$ cat config.mk
export PLATFORM = sky130hd
export DESIGN_NAME = sat_dp_flat
export DESIGN_NICKNAME = d
export VERILOG_FILES = /design/src/hw/rtl/sat_pkg.sv /design/src/hw/rtl/sat_stream_if.sv /design/src/hw/rtl/sat_dp.sv /design/src/flat_wrapper.sv
export SDC_FILE = /design/constraint.sdc
export NUM_CORES = 1
export LEC_CHECK = 0
export ABC_AREA = 1
export BUFFER_PORTS_ARGS = -buffer_cell sky130_fd_sc_hd__buf_2
export CAP_MARGIN = 10
export CORE_MARGIN = 2
export CORE_UTILIZATION = 25
export CTS_BUF_LIST = sky130_fd_sc_hd__clkbuf_2
export DETAILED_ROUTE_END_ITERATION = 7
export PLACE_DENSITY = 0.39
export SLEW_MARGIN = 0
export SYNTH_ARGS = -nofsm -noshare
export SYNTH_HDL_FRONTEND = slang
export SYNTH_SLANG_ARGS = --single-unit
$ cat constraint.sdc
create_clock -name clk -period 11.6 [get_ports clk]
set_clock_uncertainty 0.15 [all_clocks]
set_input_delay 1.16 -clock clk [delete_from_list [all_inputs] [get_ports clk]]
set_output_delay 1.16 -clock clk [all_outputs]
set_load 0.02 [all_outputs]
$ cat src/hw/rtl/sat_pkg.sv
package sat_pkg;

	localparam int DEF_MAX_SECTIONS = 16;
	localparam int ADDR_W           = 32;
	localparam int ENTRY_IDX_W      = 4;
	localparam int COUNT_W          = 5;

	localparam logic [1:0] OP_WRITE = 2'd0;
	localparam logic [1:0] OP_V2F   = 2'd1;
	localparam logic [1:0] OP_F2V   = 2'd2;

	typedef struct packed {
		logic [1:0]             operation;
		logic [ENTRY_IDX_W-1:0] entry_index;
		logic [ADDR_W-1:0]      virt_base;
		logic [ADDR_W-1:0]      virt_length;
		logic [ADDR_W-1:0]      raw_base;
		logic [ADDR_W-1:0]      raw_length;
		logic [ADDR_W-1:0]      query_address;
	} req_t;

	typedef struct packed {
		logic [ADDR_W-1:0] translated_address;
		logic              out_of_range;
		logic              section_hit;
	} rsp_t;

	typedef logic [COUNT_W-1:0] cfg_t;

	typedef struct packed {
		logic [ADDR_W-1:0] virt_base;
		logic [ADDR_W-1:0] virt_length;
		logic [ADDR_W-1:0] raw_base;
		logic [ADDR_W-1:0] raw_length;
	} entry_t;

	typedef enum logic [1:0] {
		ST_IDLE,
		ST_CHECK,
		ST_SCAN
	} state_t;

	typedef enum logic [1:0] {
		RES_OOR,
		RES_HIT,
		RES_PASS
	} res_kind_t;

	typedef struct packed {
		logic      capture;
		logic      wr_en;
		logic      rd_en;
		logic      load;
		res_kind_t kind;
	} cmd_t;

	typedef struct packed {
		logic hit;
		logic above;
		logic out_busy;
	} status_t;

endpackage

$ cat src/hw/rtl/sat_stream_if.sv
interface sat_stream_if #(
	parameter type T = logic
);
	logic valid;
	logic ready;
	T     data;

	modport source (output valid, output data, input ready);
	modport sink   (input valid, input data, output ready);
endinterface

$ cat src/hw/rtl/sat_dp.sv
module sat_dp #(
	parameter int MAX_SECTIONS = sat_pkg::DEF_MAX_SECTIONS,
	parameter int IW           = 1
) (
	input  logic              clk,
	input  logic              arst_n,
	input  sat_pkg::req_t     req_data,
	input  sat_pkg::cmd_t     cmd,
	input  logic [IW-1:0]     rd_idx,
	output sat_pkg::status_t  status,
	sat_stream_if.source      rsp
);
	import sat_pkg::*;

	entry_t              mem_q [MAX_SECTIONS];
	entry_t              rd_data_s1;
	logic [1:0]          op_q;
	logic [ADDR_W-1:0]   addr_q;
	logic                rsp_valid_q;
	rsp_t                rsp_q;

	logic [ADDR_W-1:0]   lo;
	logic [ADDR_W-1:0]   len;
	logic [ADDR_W-1:0]   to_base;
	logic [ADDR_W:0]     hi;
	logic [ADDR_W-1:0]   rebased;

	always_ff @(posedge clk) begin
		if (cmd.wr_en) begin
			mem_q[IW'(req_data.entry_index)] <= '{
				virt_base:   req_data.virt_base,
				virt_length: req_data.virt_length,
				raw_base:    req_data.raw_base,
				raw_length:  req_data.raw_length
			};
		end
		if (cmd.rd_en) begin
			rd_data_s1 <= mem_q[rd_idx];
		end
		if (cmd.capture) begin
			op_q   <= req_data.operation;
			addr_q <= req_data.query_address;
		end
	end

	// pick source / destination space by direction
	always_comb begin
		if (op_q == OP_V2F) begin
			lo      = rd_data_s1.virt_base;
			len     = rd_data_s1.virt_length;
			to_base = rd_data_s1.raw_base;
		end else begin
			lo      = rd_data_s1.raw_base;
			len     = rd_data_s1.raw_length;
			to_base = rd_data_s1.virt_base;
		end
	end

	assign hi      = {1'b0, lo} + {1'b0, len};
	assign rebased = to_base + (addr_q - lo);

	assign status.above    = {1'b0, addr_q} > hi;
	assign status.hit      = (addr_q >= lo) && ({1'b0, addr_q} < hi);
	assign status.out_busy = rsp_valid_q && !rsp.ready;

	always_ff @(posedge clk or negedge arst_n) begin
		if (!arst_n) begin
			rsp_valid_q <= 1'b0;
		end else if (cmd.load) begin
			rsp_valid_q <= 1'b1;
		end else if (rsp.ready) begin
			rsp_valid_q <= 1'b0;
		end
	end

	always_ff @(posedge clk) begin
		if (cmd.load) begin
			case (cmd.kind)
				RES_OOR: begin
					rsp_q.translated_address <= '1;
					rsp_q.out_of_range       <= 1'b1;
					rsp_q.section_hit        <= 1'b0;
				end
				RES_HIT: begin
					rsp_q.translated_address <= rebased;
					rsp_q.out_of_range       <= 1'b0;
					rsp_q.section_hit        <= 1'b1;
				end
				default: begin
					rsp_q.translated_address <= addr_q;
					rsp_q.out_of_range       <= 1'b0;
					rsp_q.section_hit        <= 1'b0;
				end
			endcase
		end
	end

	assign rsp.valid = rsp_valid_q;
	assign rsp.data  = rsp_q;

endmodule
$ cat src/flat_wrapper.sv
// flat-port wrapper written by rule: the top's interface ports become plain ports
module sat_dp_flat import sat_pkg::*;
#(
	parameter int MAX_SECTIONS = sat_pkg::DEF_MAX_SECTIONS,
	parameter int IW           = 1
)
  (clk, arst_n, req_data, cmd, rd_idx, status, rsp_valid, rsp_data, rsp_ready);
  sat_stream_if rsp_i ();
  input  logic clk;
  input  logic arst_n;
  input  sat_pkg::req_t req_data;
  input  sat_pkg::cmd_t cmd;
  input  logic [IW-1:0] rd_idx;
  output sat_pkg::status_t status;
  output wire logic [$bits(rsp_i.valid)-1:0] rsp_valid;
  output wire logic [$bits(rsp_i.data)-1:0] rsp_data;
  input wire logic [$bits(rsp_i.ready)-1:0] rsp_ready;
  assign rsp_valid = rsp_i.valid;
  assign rsp_data = rsp_i.data;
  assign rsp_i.ready = rsp_ready;
  sat_dp #(.MAX_SECTIONS(MAX_SECTIONS), .IW(IW)) u_core (.clk(clk), .arst_n(arst_n), .req_data(req_data), .cmd(cmd), .rd_idx(rd_idx), .status(status), .rsp(rsp_i));
endmodule
==> results.yml <==
run_status:
  outcome: "finished clean"
power:
  p_sw_mw: 1.07
  p_comb_share_pct: 19.6
  powerDensity_mw_per_mm2: 151
  p_total_mw: 3.55
  clockPowerShare_pct: 29.1
  seqPwrFrac_pct: 51.3
  leakagePower_nw: 9.30
  peakVddDrop_v: 0.0000612
  sw_frac_of_total_pct: 30.1
  p_int_mw: 2.48
placed_design:
  gp_congestion: 0.827
  portBuffers: 177
  dp_hpwl_mm: 32.5
  place_ws_ns: 4.77
timing:
  tightest_slew_ns: 1.12
  min_period_ns: 7.94
  setup_ws_ns: 3.66
  hold_violations: 0
  max_freq_mhz: 126
  timing.slew.headroom_pct: 25.2
  setup_violations: 0
  maxSlewViolCount: 0
  period_share_pct: 68.4
  rsz0062_at_grt: "no"
  finalSetupTns_ns: 0
final_layout:
  fin_nets: 2028
  nFillCells: 7557
  drive_gt1_share_pct: 32.2
  area_growth_pct: 25.5
die:
  boundaryPins: 181
  core_sq_mm: 0.0742
  start_util_pct: 25.2
  die_area_sq_mm: 0.0770
  die_x_um: 277
  die_h_um: 277
  num_rows: 100
logic_synthesis:
  yosysTopAreaCell: "edfxtp_1"
  synth_ff_type: "edfxtp_1"
  yosysWarnings: 0
  synth_edf_count: 419
  synth_top_area_share_pct: 67.3
  netlist_area_sq_mm: 0.0187
  synth_cell_types: 44
  synth_area_leaders: "edfxtp_1 (67%), mux2_2 (9.7%), ha_1 (6.4%)"
  syn_nets: 1586
  async_reset_ff_share_pct: 0.238
  syn_avg_cell_area_sq_um: 14.2
  yosysSeqAreaShare_pct: 67.5
  syn_inst: 1313
  synth_seq_cells: 420
detailed_routing:
  drc_errors: 0
  dr.pass1.iters: 4
  drtIter0Drc: 523
  wl_per_cell_um: 16.9
  antenna_left: 0
  via_count: 11554
  wirelength_mm: 47.7
  viasPerCell: 4.10
cts:
  clock-root-buffer: "clkbuf_2"
  clkSinkCount: 420
  h-tree-depth: 3
  tritoncts: "built"
  clock_latency_ns: 1.10
  cts.clk_slew.worst_paths_ns: 0.09
  cts_buffers: 112
  cts_buffer_depth: 3
  cts_setup_buffers: 0
global_routing:
  antenna_found_initial: 5
  grt_overflow: 0
  grt_pass1_vias: 12667
  grt_start_max_net_pins: 57
  gr-usage-all-layers_pct: 12.5
  grt_pass1_wl_mm: 72.2
min_path:
  hold_class: "in -> async"
worst_setup_path:
  crit_type: "reg -> out"
  critPathCaptureType: "primary output"
  path_max_fanout: 49
  cp.required_ns: 10.29
  start_kind: "flip-flop"
  cp.arrival_ns: 6.63
job:
  maxCapViolations: 0
-- per-stage QoR --
stage | util (%) | cell area [sq um] | hold WS, ns | cells
final | 31.6 | 23400 | 0.200 | 2818
after global routing | 31.6 | 23400 | 0.0747 | 2815
after CTS | 31.6 | 23400 | 0.00663 | 2813
after detailed placement | 28.0 | 20800 | 0.380 | 2444
after global placement | 28.0 | 20800 | 0.375 | 2444
after floorplan | - | 18700 | 0.373 | 1313
-- repair_timing --
item | 4_1_cts | 5_1_grt
hold endpoints to repair | 294 | 0
setup endpoints to repair | 0 | 0
gates resized for setup | 0 | 0
hold buffers | 166 | 0
-- layout make-up --
class	count	area (sq um)	share of cell area, %
diodes	5	12.5	0.0534
clock buffers	178	891	3.80
clock inverters	25	118	0.502
inverters	148	558	2.38
multi-input cells	721	5420	23.1
flip-flops and latches	420	12600	53.8
well taps	969	1210	5.17
repair buffers	352	2620	11.2
-- power groups by stage --
stage / logic, mW / registers [mW] / clock network (mW)
global placement: 0.665 / 1.85 / 0
detailed placement: 0.668 / 1.86 / 0
global route: 0.798 / 1.83 / 1.18
finish: 0.696 / 1.82 / 1.03
CTS: 0.718 / 1.82 / 1.11
floorplan: 0.443 / 1.85 / 0
-- state kept, by name, indices dropped and copies added (netlist names) --
register	cells
u_core.rsp.valid	1
u_core.op_q	2
u_core.mem_q	256
u_core.rd_data_s1	128
u_core.addr_q	32
u_core.rsp.data	1
-- critical path, stage by stage, from the launching register on --
cell and delay [ns]:
edfxtp_1 0.36, inv_1 0.09, nand2_4 0.35, buf_4 0.49, o21ai_0 0.86, ha_1 0.44, inv_2 0.09, o21ai_1 0.10
a21oi_1 0.23, o21a_2 0.20, nand2_4 0.08, nand3_2 0.06, nand2_1 0.10, xnor2_1 0.16, ha_1 0.30, nand2_1 0.07
inv_1 0.05, nand3_1 0.11, nor3_1 0.40, nand2_1 0.10, nand2_1 0.07, nand2_1 0.04, nand2_1 0.09, nand2_1 0.06
nor2_1 0.30, buf_2 0.25
-- cell usage in the layout, fill, tap and decap left out, drive strengths merged, types with 8 or more instances in the layout --
cell / n
o21ai: 65
mux2: 161
xnor2: 10
nand4: 12
nor3: 8
xor2: 9
inv: 150
nand2: 183
clkinv: 21
nor2: 58
nand3: 27
ha: 96
dlygate4sd3: 166
a21oi: 60
edfxtp: 419
clkbuf: 178
buf: 186
-- metal layers --
metal / wire length [um] / global-route usage, % / up-vias
li1: - / - / 5704
met1: 22300 / 16.2 / 5542
met2: 22400 / 20.6 / 219
met3: 1910 / 2.79 / 89
met4: 1000 / 4.38 / 0
met5: 0 / 0 / -
-- synth_stat cells (2+ instances only) --
cell / instances
a21o_1: 3
clkbuf_1: 4
nor2_2: 7
ha_1: 96
o21ai_2: 3
o21bai_1: 4
inv_1: 140
a21oi_1: 49
a31oi_2: 2
mux2_2: 161
nand3b_1: 4
a21oi_2: 11
o21ai_1: 13
o211ai_1: 2
nand2_1: 169
nor3_1: 6
inv_2: 8
buf_2: 20
nand2_2: 13
xor2_1: 9
xnor2_1: 10
nand3_2: 5
nand4_1: 12
nor2_1: 50
nor3_2: 2
edfxtp_1: 419
a31oi_1: 3
o21a_1: 3
o21ai_0: 48
nand3_1: 22
nor4_1: 2
-- final timing paths --
check	end	cells past startpoint	slack, ns	startpoint
max	status[1]	25	3.66	u_core.op_q[1]
min	u_core.rsp.valid	2	0.20	arst_n
max reg2reg	u_core.rd_data_s1[14]	1	10.54	u_core.mem_q[1][14]
min reg2reg	u_core.rd_data_s1[125]	1	0.36	u_core.mem_q[1][125]
max in group asynchronous	u_core.rsp.valid	2	11.02	arst_n
min in group clk	u_core.rsp.valid	3	0.25	rsp_ready
-- logic make-up after synthesis --
| group | after synthesis | synth area share, % |
|---|---|---|
| mux | 161 | 9.70 |
| flops | 420 | 67.5 |
| xor+xnor | 19 | 0.891 |
| compound gates | 148 | 4.81 |
| simple gates | 296 | 7.01 |
| buf+inv | 172 | 3.59 |
| fa+ha+maj | 97 | 6.53 |
No activity file was read; power rests on OpenSTA's default activity.
