### src/hw/rtl/sat_pkg.sv
package sat_pkg;

	localparam int DEF_MAX_SECTIONS = 16;
	localparam int ADDR_W           = 32;
	localparam int ENTRY_IDX_W      = 4;
	localparam int COUNT_W          = 5;

	localparam logic [1:0] OP_WRITE = 2'd0;
	localparam logic [1:0] OP_V2F   = 2'd1;
	localparam logic [1:0] OP_F2V   = 2'd2;

	typedef struct packed {
		logic [1:0]             operation;
		logic [ENTRY_IDX_W-1:0] entry_index;
		logic [ADDR_W-1:0]      virt_base;
		logic [ADDR_W-1:0]      virt_length;
		logic [ADDR_W-1:0]      raw_base;
		logic [ADDR_W-1:0]      raw_length;
		logic [ADDR_W-1:0]      query_address;
	} req_t;

	typedef struct packed {
		logic [ADDR_W-1:0] translated_address;
		logic              out_of_range;
		logic              section_hit;
	} rsp_t;

	typedef logic [COUNT_W-1:0] cfg_t;

	typedef struct packed {
		logic [ADDR_W-1:0] virt_base;
		logic [ADDR_W-1:0] virt_length;
		logic [ADDR_W-1:0] raw_base;
		logic [ADDR_W-1:0] raw_length;
	} entry_t;

	typedef enum logic [1:0] {
		ST_IDLE,
		ST_CHECK,
		ST_SCAN
	} state_t;

	typedef enum logic [1:0] {
		RES_OOR,
		RES_HIT,
		RES_PASS
	} res_kind_t;

	typedef struct packed {
		logic      capture;
		logic      wr_en;
		logic      rd_en;
		logic      load;
		res_kind_t kind;
	} cmd_t;

	typedef struct packed {
		logic hit;
		logic above;
		logic out_busy;
	} status_t;

endpackage

### src/hw/rtl/sat_ctrl.sv
module sat_ctrl #(
	parameter int MAX_SECTIONS = sat_pkg::DEF_MAX_SECTIONS,
	parameter int IW           = 1
) (
	input  logic                             clk,
	input  logic                             arst_n,
	input  logic                             req_valid,
	output logic                             req_ready,
	input  logic [1:0]                       req_op,
	input  logic [sat_pkg::ENTRY_IDX_W-1:0]  req_idx,
	input  logic                             cfg_valid,
	output logic                             cfg_ready,
	input  sat_pkg::cfg_t                    cfg_data,
	input  sat_pkg::status_t                 status,
	output sat_pkg::cmd_t                    cmd,
	output logic [IW-1:0]                    rd_idx
);
	import sat_pkg::*;

	localparam int NW = $clog2(MAX_SECTIONS + 1);

	state_t          state_q, state_nx;
	cfg_t            count_q;
	logic [IW-1:0]   cur_q;
	logic [NW-1:0]   n_c;
	logic [IW-1:0]   last_idx;
	logic            accept;
	logic            is_xlate;

	// number of live entries, clamped to the table depth
	assign n_c      = (32'(count_q) > MAX_SECTIONS) ? NW'(MAX_SECTIONS) : NW'(count_q);
	assign last_idx = IW'(n_c - NW'(1));
	// ready is high exactly in idle
	assign accept   = req_valid && (state_q == ST_IDLE);
	assign is_xlate = (req_op == OP_V2F) || (req_op == OP_F2V);
	assign cfg_ready = 1'b1;

	always_ff @(posedge clk or negedge arst_n) begin
		if (!arst_n) begin
			state_q <= ST_IDLE;
			count_q <= '0;
		end else begin
			state_q <= state_nx;
			if (cfg_valid && cfg_ready) begin
				count_q <= cfg_data;
			end
		end
	end

	// index of the entry now sitting in the read register
	always_ff @(posedge clk) begin
		if (cmd.rd_en) begin
			cur_q <= rd_idx;
		end
	end

	always_comb begin
		state_nx = state_q;
		case (state_q)
			ST_IDLE: begin
				if (accept && is_xlate) begin
					state_nx = ST_CHECK;
				end
			end
			ST_CHECK: begin
				if (n_c == '0 || status.above) begin
					if (!status.out_busy) begin
						state_nx = ST_IDLE;
					end
				end else begin
					state_nx = ST_SCAN;
				end
			end
			ST_SCAN: begin
				if (status.hit || cur_q == last_idx) begin
					if (!status.out_busy) begin
						state_nx = ST_IDLE;
					end
				end
			end
			default: state_nx = ST_IDLE;
		endcase
	end

	always_comb begin
		req_ready   = 1'b0;
		cmd.capture = 1'b0;
		cmd.wr_en   = 1'b0;
		cmd.rd_en   = 1'b0;
		cmd.load    = 1'b0;
		cmd.kind    = RES_PASS;
		rd_idx      = '0;
		case (state_q)
			ST_IDLE: begin
				req_ready   = 1'b1;
				cmd.capture = accept;
				cmd.wr_en   = accept && (req_op == OP_WRITE) && (32'(req_idx) < MAX_SECTIONS);
				// fetch the last entry for the end-of-image check
				cmd.rd_en   = accept && is_xlate && (n_c != '0);
				rd_idx      = last_idx;
			end
			ST_CHECK: begin
				if (n_c == '0 || status.above) begin
					cmd.kind = RES_OOR;
					cmd.load = !status.out_busy;
				end else begin
					cmd.rd_en = 1'b1;
					rd_idx    = '0;
				end
			end
			ST_SCAN: begin
				if (status.hit) begin
					cmd.kind = RES_HIT;
					cmd.load = !status.out_busy;
				end else if (cur_q == last_idx) begin
					cmd.kind = RES_PASS;
					cmd.load = !status.out_busy;
				end else begin
					cmd.rd_en = 1'b1;
					rd_idx    = cur_q + IW'(1);
				end
			end
			default: begin
				req_ready = 1'b0;
			end
		endcase
	end

endmodule

### config.mk
export PLATFORM = sky130hd
export DESIGN_NAME = sat_ctrl
export DESIGN_NICKNAME = d
export VERILOG_FILES = /design/src/hw/rtl/sat_pkg.sv /design/src/hw/rtl/sat_ctrl.sv
export SDC_FILE = /design/constraint.sdc
export NUM_CORES = 1
export LEC_CHECK = 0
export ABC_AREA = 1
export BUFFER_PORTS_ARGS = -buffer_cell sky130_fd_sc_hd__buf_2
export CORE_MARGIN = 1.5
export CORE_UTILIZATION = 39
export DETAILED_ROUTE_END_ITERATION = 12
export GPL_TIMING_DRIVEN = 0
export MAX_ROUTING_LAYER = met4
export PLACE_DENSITY_LB_ADDON = 0.12
export SLEW_MARGIN = 20
export SYNTH_ARGS = -nofsm -noshare
export SYNTH_HDL_FRONTEND = slang
export SYNTH_SLANG_ARGS = --single-unit
### constraint.sdc
create_clock -name clk -period 1.49 [get_ports clk]
set_clock_uncertainty 0.15 [all_clocks]
set_input_delay 0.298 -clock clk [delete_from_list [all_inputs] [get_ports clk]]
set_output_delay 0.298 -clock clk [all_outputs]
set_load 0.02 [all_outputs]
==> results_dict.tcl, run 1 <==
set metrics [dict create \
    status "complete, but fails checks" \
    violations "setup timing" \
    rsz0062_at_grt "true" \
    grt_max_degree 8 \
    layout-area-overhead-vs-synth_pct 88.1 \
    final_hold_violating_endpoints 0 \
    grt_pass1_wl_um 2530 \
    synth.cell_area_um2 566 \
    clock_tree_from_tritoncts "yes" \
    height_of_the_die_um 41.1 \
    die-width_um 41.1 \
    routed_wire_length_per_instance_um 13.4 \
    cts_inserted_buffers 3 \
    synth_most_common_cell "sky130_fd_sc_hd__nand2_1" \
    port-buffer-count 21 \
    synth.net_count 96 \
    route.final.wire_length_um 1740 \
    worst_setup_path_startpoint "count_q[4]" \
    cp.buffers_inverters 2 \
    clock-sinks 8 \
    layout_min_cycle_time_ns 2.03 \
    switching_share_pct 42.7 \
    post-route-drc-count 0 \
    clk_pin_slew_ns 0.06 \
    power.share.clock_pct 9.4 \
    clock_tree.root_cell "sky130_fd_sc_hd__clkbuf_4" \
    antenna_left 0 \
    dr.pass1.iters 4 \
    crit_path_cell_trace "inv_2, nand2_4, ha_4, nor2_4, nand2_2, a21boi_4, a21oi_4, buf_6" \
    totalPowerFinal_mw 1.94 \
    critical_path_required_ns 1.04 \
    setup_ws_ns -0.541 \
    yosys.area.top_type_share_pct 31.0 \
    cellPowerDensity_mw_per_mm2 1830 \
    finalSetupViolCount 11 \
    grt_util_all_layers_pct 25.5 \
    synth.cells.most_frequent "sky130_fd_sc_hd__nand2_1, sky130_fd_sc_hd__inv_1, sky130_fd_sc_hd__dfrtp_1, sky130_fd_sc_hd__ha_1, sky130_fd_sc_hd__nor2_1" \
    ios 27 \
    ys_ff_latch 8 \
    hold_path_startpoint "cfg_data[4]" \
    grt_overflow_total 0 \
    clock_insertion_delay_worst_skew_ns 0.27 \
    via_count_of_the_first_global_routing_pass 600 \
    h-tree-depth 1 \
    synth-main-ff-cell "sky130_fd_sc_hd__dfrtp_1" \
    routed_via_density 5.05 \
    synth.lib_cells_used.distinct 17 \
    path_delay_family "flip-flops" \
    num-nets-final 140 \
    coreArea_mm2 0.00133 \
    grt_antenna_before_repair 0 \
    finish.cell_count_without_fillers 130 \
    hold_class "input pin to flip-flop" \
    synth-edff-count 1 \
    gate_count_post_synth 72 \
    initial_core_util_pct 42.4 \
    power_report.internal_total_mw 1.11 \
    detailed_place.area_um2 738 \
    critPathSlowestCell "sky130_fd_sc_hd__dfrtp_1" \
    achievable_clock_frequency_mhz 492 \
    synth_async_sr_flop_share_pct 87.5 \
    preCtsSetupSlack_ns -0.431 \
    crit_type "flip-flop to output port" \
    dp.cells 108 \
    yosys-top-cells-area "sky130_fd_sc_hd__dfrtp_1, sky130_fd_sc_hd__ha_1, sky130_fd_sc_hd__nand2_1" \
    synth.largest_area_cell "sky130_fd_sc_hd__dfrtp_1" \
    critical_path_arrival_ns 1.58 \
    dp_hpwl_um 930 \
    leakage_nw 0.554 \
    syn-mean-instance-area_um2 7.85 \
    rr_startpoint "count_q[4]" \
    crit_path_start_kind "flip-flop" \
    finalInstanceArea_mm2 0.00106 \
    crit_path_max_fanout 2 \
    num_rows 13 \
    power.combinational.fraction_pct 73.5 \
    place.gp.congestion 0.773 \
    final_layout_size_suffix_gt1_share_pct 63.5 \
    drt_iter0_markers 21 \
    net-switching-power_mw 0.830 \
    finalSetupTns_ns -2.98 \
    number_of_antenna_cells_inserted 0 \
    maxSlewViolCount 0 \
    num_vias 656 \
    maxCapViolCount 0 \
    synth.yosys.warnings 0 \
    pwr-share-seq_pct 17.1 \
    die_area_mm2 0.00169 \
    critical_path.endpoint_type "output port" \
    cpPeakStageDelay_ns 0.37 \
    ys_seq_area_share_pct 36.3 \
    cts-root-to-sink-buffers 2 \
    ir_drop_v 0.00109 \
    finalCritPeriodShare_pct 136 \
]
[cell families after synthesis]
logic type	synth area share [%]
and+or+nand+nor	22.3
buffers and inverters	10.6
AOI/OAI and AO/OA	8.85
DFF	36.3
adders and majority gates	13.3
muxes	7.96
other	0.663
[through the flow]
stage | hold WS (ns) | utilization (%)
floorplan | -0.148 | -
global placement | -0.0132 | 55.3
detailed placement | -0.0104 | 55.3
CTS | 0.0852 | 76.9
global route | 0.106 | 79.7
finish | 0.0862 | 79.7
[final timing paths]
path / to / slack (ns) / cells after the start
worst max register to register: cur_q / -0.32 / 9
worst max-delay path: cmd[3] / -0.54 / 8
worst min register to register: count_q[3] / 0.36 / 1
max in group asynchronous: state_q[1] / 0.77 / 2
min in group asynchronous: count_q[1] / 0.24 / 2
worst min-delay path: count_q[4] / 0.09 / 3
[repair_timing]
| action | in CTS | in global routing |
|---|---|---|
| hold buffers | 1 | 0 |
| hold endpoints to repair | 7 | 0 |
| resized for setup | 40 | 9 |
| pin swaps | 10 | 11 |
| buffers inserted | 15 | 4 |
| setup endpoints to repair | 11 | 12 |
[worst min-delay path, stage by stage]
cell and delay (ns):
sky130_fd_sc_hd__buf_2 0.07, sky130_fd_sc_hd__nand2_1 0.04, sky130_fd_sc_hd__o21ai_0 0.06
[placed cells by master, fill, tap and decap left out, types with 2 or more instances in the layout]
cell	n
sky130_fd_sc_hd__dfrtp_1	5
sky130_fd_sc_hd__ha_1	2
sky130_fd_sc_hd__nor2_4	3
sky130_fd_sc_hd__buf_4	13
sky130_fd_sc_hd__mux2_2	4
sky130_fd_sc_hd__nand3_2	2
sky130_fd_sc_hd__inv_1	8
sky130_fd_sc_hd__ha_4	4
sky130_fd_sc_hd__buf_2	14
sky130_fd_sc_hd__nand2_4	2
sky130_fd_sc_hd__inv_2	4
sky130_fd_sc_hd__buf_6	12
sky130_fd_sc_hd__nand2_2	3
sky130_fd_sc_hd__dfrtp_2	2
sky130_fd_sc_hd__nand2_1	14
sky130_fd_sc_hd__nor2_1	3
sky130_fd_sc_hd__inv_4	2
sky130_fd_sc_hd__clkbuf_4	3
[registers in the layout, indices dropped and copies added (netlist names)]
| name | flops |
|---|---|
| count_q | 5 |
| cur_q | 1 |
| state_q | 2 |
[metal layers]
| layer | wire [um] | up-vias | track usage [%] |
|---|---|---|---|
| li1 | - | 315 | - |
| met1 | 611 | 303 | 26.1 |
| met2 | 973 | 31 | 40.6 |
| met3 | 109 | 7 | 9.78 |
| met4 | 48 | 0 | 15.8 |
| met5 | 0 | - | - |
[area by class of cell]
| cell class | instances | area [um2] |
|---|---|---|
| clock buffer | 4 | 26.3 |
| buffer | 1 | 7.51 |
| timing repair buffer | 39 | 305 |
| tap | 15 | 18.8 |
| fill | 91 | 270 |
| sequential | 8 | 208 |
| multi-input combinational | 49 | 440 |
| inverter | 14 | 57.6 |
[power groups by stage]
stage | Combinational [mW] | Sequential, mW | Clock (mW)
finish | 1.43 | 0.332 | 0.183
floorplan | 0.612 | 0.316 | 0
global route | 1.54 | 0.340 | 0.201
detailed placement | 0.800 | 0.327 | 0
CTS | 1.28 | 0.323 | 0.188
global placement | 0.794 | 0.327 | 0
Power figures use the tool's default switching activity.
==> run 2: changes to the inputs <==
CORE_AREA = 2 2 39 41   (was not set)
CORE_MARGIN = not set   (was 1.5)
CORE_UTILIZATION = not set   (was 39)
DIE_AREA = 0 0 41 43   (was not set)
clock period = 2.4 ns   (was 1.49 ns; I/O delays follow)
==> run 2 against run 1 <==
The run now ends clean. Non-clock buffer count decreased by 11. Global-route usage decreased by 8.4 points. First-iteration DRC count shrank 71%. Final cell count decreased by 7.7%. Sequential share of layout area increased by 6.0 points. Sequential cell count stayed put. Count of clock-buffer cells in the layout is the same. Worst hold slack better by 0.19 ns. Critical path type unchanged.
==> results_dict.tcl, run 2 (synthesis gave the netlist of run 1 again) <==
set metrics [dict create \
    reg2regPathDepth 12 \
    post-route-drc-count 0 \
    crit_path_cell_trace "inv_1, ha_1, nand3_2, inv_1, a21boi_2, a21oi_2, buf_6" \
    cts-root-to-sink-buffers 2 \
    critPathSlowestCell "sky130_fd_sc_hd__dfrtp_1" \
    cellPowerDensity_mw_per_mm2 1070 \
    routed_via_density 4.71 \
    multi_input_comb_area_um2 325 \
    most_used_cells_in_the_layout_excluding_fill_and_tap_cells "sky130_fd_sc_hd__buf_2, sky130_fd_sc_hd__nand2_1, sky130_fd_sc_hd__inv_1" \
    via_count_of_the_first_global_routing_pass 554 \
    port-buffer-count 21 \
    grt-busiest-layer "met2" \
    final_hold_violating_endpoints 0 \
    timing.rr.end "cur_q" \
    crit_path_start_kind "flip-flop" \
    cts_inserted_buffers 3 \
    initial_core_util_pct 40.9 \
    crit_type "flip-flop to output port" \
    clk_pin_slew_ns 0.07 \
    cpPeakStageDelay_ns 0.43 \
    die-width_um 41 \
    maxCapViolCount 0 \
    num_vias 565 \
    clock-sinks 8 \
    ir_drop_v 0.000577 \
    coreArea_mm2 0.00138 \
    leakage_nw 0.463 \
    h-tree-depth 1 \
    grt_max_degree 8 \
    grt_util_met1_pct 18.1 \
    clock_tree_from_tritoncts "yes" \
    timing.hold.worst_path_depth 3 \
    place.gp.congestion 0.768 \
    layout-area-overhead-vs-synth_pct 42.0 \
    dp_hpwl_um 866 \
    finalSetupTns_ns 0 \
    route.final.wire_length_um 1190 \
    critical_path_arrival_ns 1.65 \
    cp.buffers_inverters 3 \
    critPathMostFrequentCell "sky130_fd_sc_hd__inv_1" \
    number_of_antenna_cells_inserted 0 \
    crit_path_max_fanout 7 \
    antenna_left 0 \
    rsz0062_at_grt "false" \
    critical_path_required_ns 1.77 \
    height_of_the_die_um 43 \
    grt_overflow_total 0 \
    grt_util_all_layers_pct 17.1 \
    finalSetupViolCount 0 \
    ios 27 \
    rr_startpoint "state_q[0]" \
    ff_latch_area_um2 205 \
    setup.reg_to_reg.worst_slack_ns 0.13 \
    critical_path.endpoint_type "output port" \
    clock_insertion_delay_worst_skew_ns 0.26 \
    flip_flop_count_of_the_largest_register_all_copies_and_words_added 5 \
    grt.met3_usage_pct 7.85 \
    dr.pass1.iters 4 \
    hold_class "input pin to flip-flop" \
    finalInstanceArea_um2 803 \
    num-nets-final 129 \
    maxSlewViolCount 0 \
    detailed_place.area_um2 691 \
    layout.cells.most_common "sky130_fd_sc_hd__buf_2" \
    achievable_clock_frequency_mhz 439 \
    path_delay_family "flip-flops" \
    global_route.usage.met2_pct 28.7 \
    worst_hold_path.endpoint "count_q[4]" \
    fill_cells 137 \
    die_area_mm2 0.00176 \
    layout_min_cycle_time_ns 2.28 \
    clock_tree.root_cell "sky130_fd_sc_hd__clkbuf_4" \
    status "finished clean" \
    hold_path_startpoint "cfg_data[4]" \
    grt_antenna_before_repair 0 \
    routed_wire_length_per_instance_um 9.88 \
    num_rows 14 \
    finalCritPeriodShare_pct 95.0 \
    registers.top_by_ff_count "count_q" \
    drt_iter0_markers 6 \
    final_layout_size_suffix_gt1_share_pct 40.4 \
    layout_top_registers "count_q (5), state_q (2), cur_q (1)" \
    grt_pass1_wl_um 2020 \
]
run 2: changes by cell type in the layout (fill, tap and decap cells not counted), moves of 3 or more:
cell | before | now
sky130_fd_sc_hd__buf_6 | 12 | 1
sky130_fd_sc_hd__buf_2 | 14 | 20
sky130_fd_sc_hd__buf_4 | 13 | 7
sky130_fd_sc_hd__inv_1 | 8 | 13
sky130_fd_sc_hd__nand2_1 | 14 | 18
sky130_fd_sc_hd__ha_4 | 4 | 1
sky130_fd_sc_hd__inv_2 | 4 | 1
sky130_fd_sc_hd__nor2_1 | 3 | 6
sky130_fd_sc_hd__nor2_4 | 3 | 0
run 2: cell type report:
| class | instances | area share [%] |
|---|---|---|
| sequential | 8 | 25.5 |
| clock buffer | 4 | 3.27 |
| multi-input combinational | 49 | 40.5 |
| buffer | 1 | 0.935 |
| timing repair buffer | 28 | 20.7 |
| tap | 16 | 2.49 |
| inverter | 14 | 6.54 |
run 2: worst max path at each step:
stage	start	endpoint	cells after the start	slack (ns)
3_3_place_gp	count_q[4]	cmd[3]	8	0.28
3_5_place_dp	count_q[4]	cmd[3]	8	0.27
5_1_grt	count_q[4]	cmd[3]	8	0.01
6_report	state_q[1]	cmd[3]	7	0.12
2_1_floorplan	state_q[0]	cmd[3]	6	0.27
4_1_cts	count_q[4]	cmd[3]	8	0.007
run 2: what timing repair did:
| action | 4_1_cts | 5_1_grt |
|---|---|---|
| hold buffers | 1 | 0 |
| setup endpoints to repair | 1 | 2 |
| pin swaps | 1 | 2 |
| gates resized for setup | 1 | 8 |
| buffers inserted | 6 | 0 |
| endpoints found under the hold margin | 7 | 0 |
run 2: metrics by stage:
step	hold slack (ns)	instances	setup WS, ns	utilization, %	total power [mW]
6_report	0.273	120	0.120	58.0	0.861
2_1_floorplan	0.0344	72	0.273	-	0.511
4_1_cts	0.283	120	0.00723	55.8	0.820
3_3_place_gp	0.169	109	0.280	49.9	0.629
3_5_place_dp	0.170	109	0.272	49.9	0.633
5_1_grt	0.294	120	0.0128	58.0	0.938
run 2: worst min-delay path: stages:
cell and delay [ns]:
sky130_fd_sc_hd__buf_2 0.07, sky130_fd_sc_hd__nand2_1 0.04, sky130_fd_sc_hd__o21ai_0 0.06
run 2: routing by layer:
layer  share of wire (%)  vias to the layer above
li1                    -                      287
met1                  42                      262
met2                  51                       14
met3                 6.1                        2
met4                0.51                        0
met5                   0                        -
run 2: report_power, final:
part	total [mW]	switching [mW]	internal, mW
logic	0.546	0.303	0.243
clock network	0.112	0.0487	0.0636
registers	0.202	0.0284	0.174
==> run 3: changes to the inputs <==
PLACE_DENSITY_LB_ADDON = 0.15   (was 0.12)
==> run 3 against run 2 <==
Sequential cell count stayed put. Final area is 0.47% lower. Worst setup slack lost 0.013 ns. Critical path depth grew 1. Worst hold slack improved by 0.0077 ns. First-iteration DRC count increased by 17%. Largest cell class unchanged.
==> results_dict.tcl, run 3 (synthesis gave the netlist of run 1 again) <==
set metrics [dict create \
    dp_hpwl_um 845 \
    clock_insertion_delay_worst_skew_ns 0.26 \
    setup.reg_to_reg.worst_slack_ns 0.61 \
    maxSlewViolCount 0 \
    most_used_cells_in_the_layout_excluding_fill_and_tap_cells "sky130_fd_sc_hd__buf_2, sky130_fd_sc_hd__nand2_1, sky130_fd_sc_hd__inv_1" \
    power.share.clock_pct 13.4 \
    core_occupancy_in_the_finished_layout_pct 57.8 \
    height_of_the_die_um 43 \
    dp.cells 109 \
    antenna_left 0 \
    cp.buffers_inverters 2 \
    finalSetupTns_ns 0 \
    via_count_of_the_first_global_routing_pass 482 \
    ios 27 \
    leakage_nw 0.451 \
    grt_max_degree 8 \
    dr.pass1.iters 3 \
    rr_startpoint "count_q[4]" \
    flip_flop_count_of_the_largest_register_all_copies_and_words_added 5 \
    h-tree-depth 1 \
    hold_class "input pin to flip-flop" \
    switching_share_pct 44.3 \
    path_delay_family "flip-flops" \
    finalSetupViolCount 0 \
    grt_util_all_layers_pct 15.4 \
    grt_antenna_before_repair 0 \
    routed_wire_length_per_instance_um 8.74 \
    reg2regPathDepth 8 \
    final_layout_size_suffix_gt1_share_pct 38.2 \
    die-width_um 41 \
    die_area_mm2 0.00176 \
    worst_setup_path_startpoint "count_q[4]" \
    global_route.usage.met2_pct 23.1 \
    clock_tree.root_cell "sky130_fd_sc_hd__clkbuf_4" \
    final_hold_violating_endpoints 0 \
    num-nets-final 127 \
    crit_path_cell_trace "inv_2, nand2_2, ha_4, nor2_1, nand2_1, a21boi_0, a21oi_1, buf_4" \
    number_of_antenna_cells_inserted 0 \
    grt.met3_usage_pct 7.85 \
    status "finished clean" \
    critical_path_required_ns 1.77 \
    power.combinational.fraction_pct 61.5 \
    crit_type "flip-flop to output port" \
    num_vias 537 \
    clock-sinks 8 \
    grt_util_met1_pct 17.7 \
    initial_core_util_pct 40.9 \
    cpPeakStageDelay_ns 0.37 \
    maxCapViolCount 0 \
    achievable_clock_frequency_mhz 436 \
    num_rows 14 \
    critical_path_arrival_ns 1.66 \
    layout.cells.most_common "sky130_fd_sc_hd__buf_2" \
    crit_path_max_fanout 3 \
    place.gp.congestion 0.821 \
    layout_top_registers "count_q (5), state_q (2), cur_q (1)" \
    clk_pin_slew_ns 0.06 \
    port-buffer-count 21 \
    hold_path_startpoint "cfg_data[4]" \
    coreArea_mm2 0.00138 \
    critical_path.endpoint_type "output port" \
    layout_min_cycle_time_ns 2.29 \
    finalCritPeriodShare_pct 95.5 \
    power_report.internal_total_mw 0.451 \
    endpoint "cmd[3]" \
    pwr-share-seq_pct 25.1 \
    layout-area-overhead-vs-synth_pct 41.4 \
    grt-busiest-layer "met2" \
    crit_path_start_kind "flip-flop" \
    critPathSlowestCell "sky130_fd_sc_hd__dfrtp_1" \
    timing.rr.end "cur_q" \
    registers.top_by_ff_count "count_q" \
    grt_pass1_wl_um 1790 \
    clock_tree_from_tritoncts "yes" \
    cellPowerDensity_mw_per_mm2 1010 \
    net-switching-power_mw 0.358 \
    routed_via_density 4.55 \
    drt_iter0_markers 7 \
    grt_overflow_total 0 \
    finish.cell_count_without_fillers 118 \
    ir_drop_v 0.000469 \
    whs_ns 0.281 \
    post-route-drc-count 0 \
    cts-root-to-sink-buffers 2 \
    worstSetupPathDepth 8 \
    route.final.wire_length_um 1030 \
    cts_inserted_buffers 3 \
]
run 3: routing by layer:
metal / vias to the layer above / part of all wire (%)
met4: 0 / 0.78
met2: 12 / 49
li1: 284 / -
met1: 239 / 45
met5: - / 0
met3: 2 / 4.7
run 3: worst min-delay path, cell delays in order:
cell	delay, ns
sky130_fd_sc_hd__buf_2	0.07
sky130_fd_sc_hd__nand2_1	0.04
sky130_fd_sc_hd__o21ai_0	0.06
run 3: area by class of cell:
cell class	count	area, um2
Tap cell	16	20.0
Sequential cell	8	205
Buffer	1	7.51
Timing Repair Buffer	26	148
Fill cell	142	584
Clock buffer	4	26.3
Multi-Input combinational cell	49	340
Inverter	14	52.6
run 3: worst min path at each step:
| stage | slack, ns | cells past startpoint | endpoint |
|---|---|---|---|
| floorplan | 0.03 | 0 | count_q[0] |
| global placement | 0.17 | 1 | count_q[2] |
| detailed placement | 0.17 | 1 | count_q[2] |
| CTS | 0.28 | 3 | count_q[4] |
| global route | 0.30 | 2 | count_q[1] |
| finish | 0.28 | 3 | count_q[4] |
run 3: power groups by stage:
stage	clock network, mW	registers (mW)	logic (mW)
floorplan	0	0.196	0.315
global placement	0	0.202	0.425
detailed placement	0	0.204	0.428
CTS	0.114	0.202	0.448
global route	0.121	0.212	0.563
finish	0.109	0.203	0.497
run 3: metrics by stage:
| step | area [um2] | total power, mW | setup WS (ns) |
|---|---|---|---|
| finish | 800 | 0.810 | 0.107 |
| global route | 800 | 0.896 | -0.0107 |
| CTS | 739 | 0.764 | 0.0203 |
| detailed placement | 691 | 0.632 | 0.253 |
| global placement | 691 | 0.626 | 0.274 |
| floorplan | 566 | 0.511 | 0.273 |
run 3: repair_timing:
action                     4_1_cts  5_1_grt
setup buffers                    1        3
hold endpoints to repair         7        0
hold buffers                     1        0
pin swaps                        1        2
resized for setup                3        5
cloned                           0        0
setup endpoints to repair        1        1
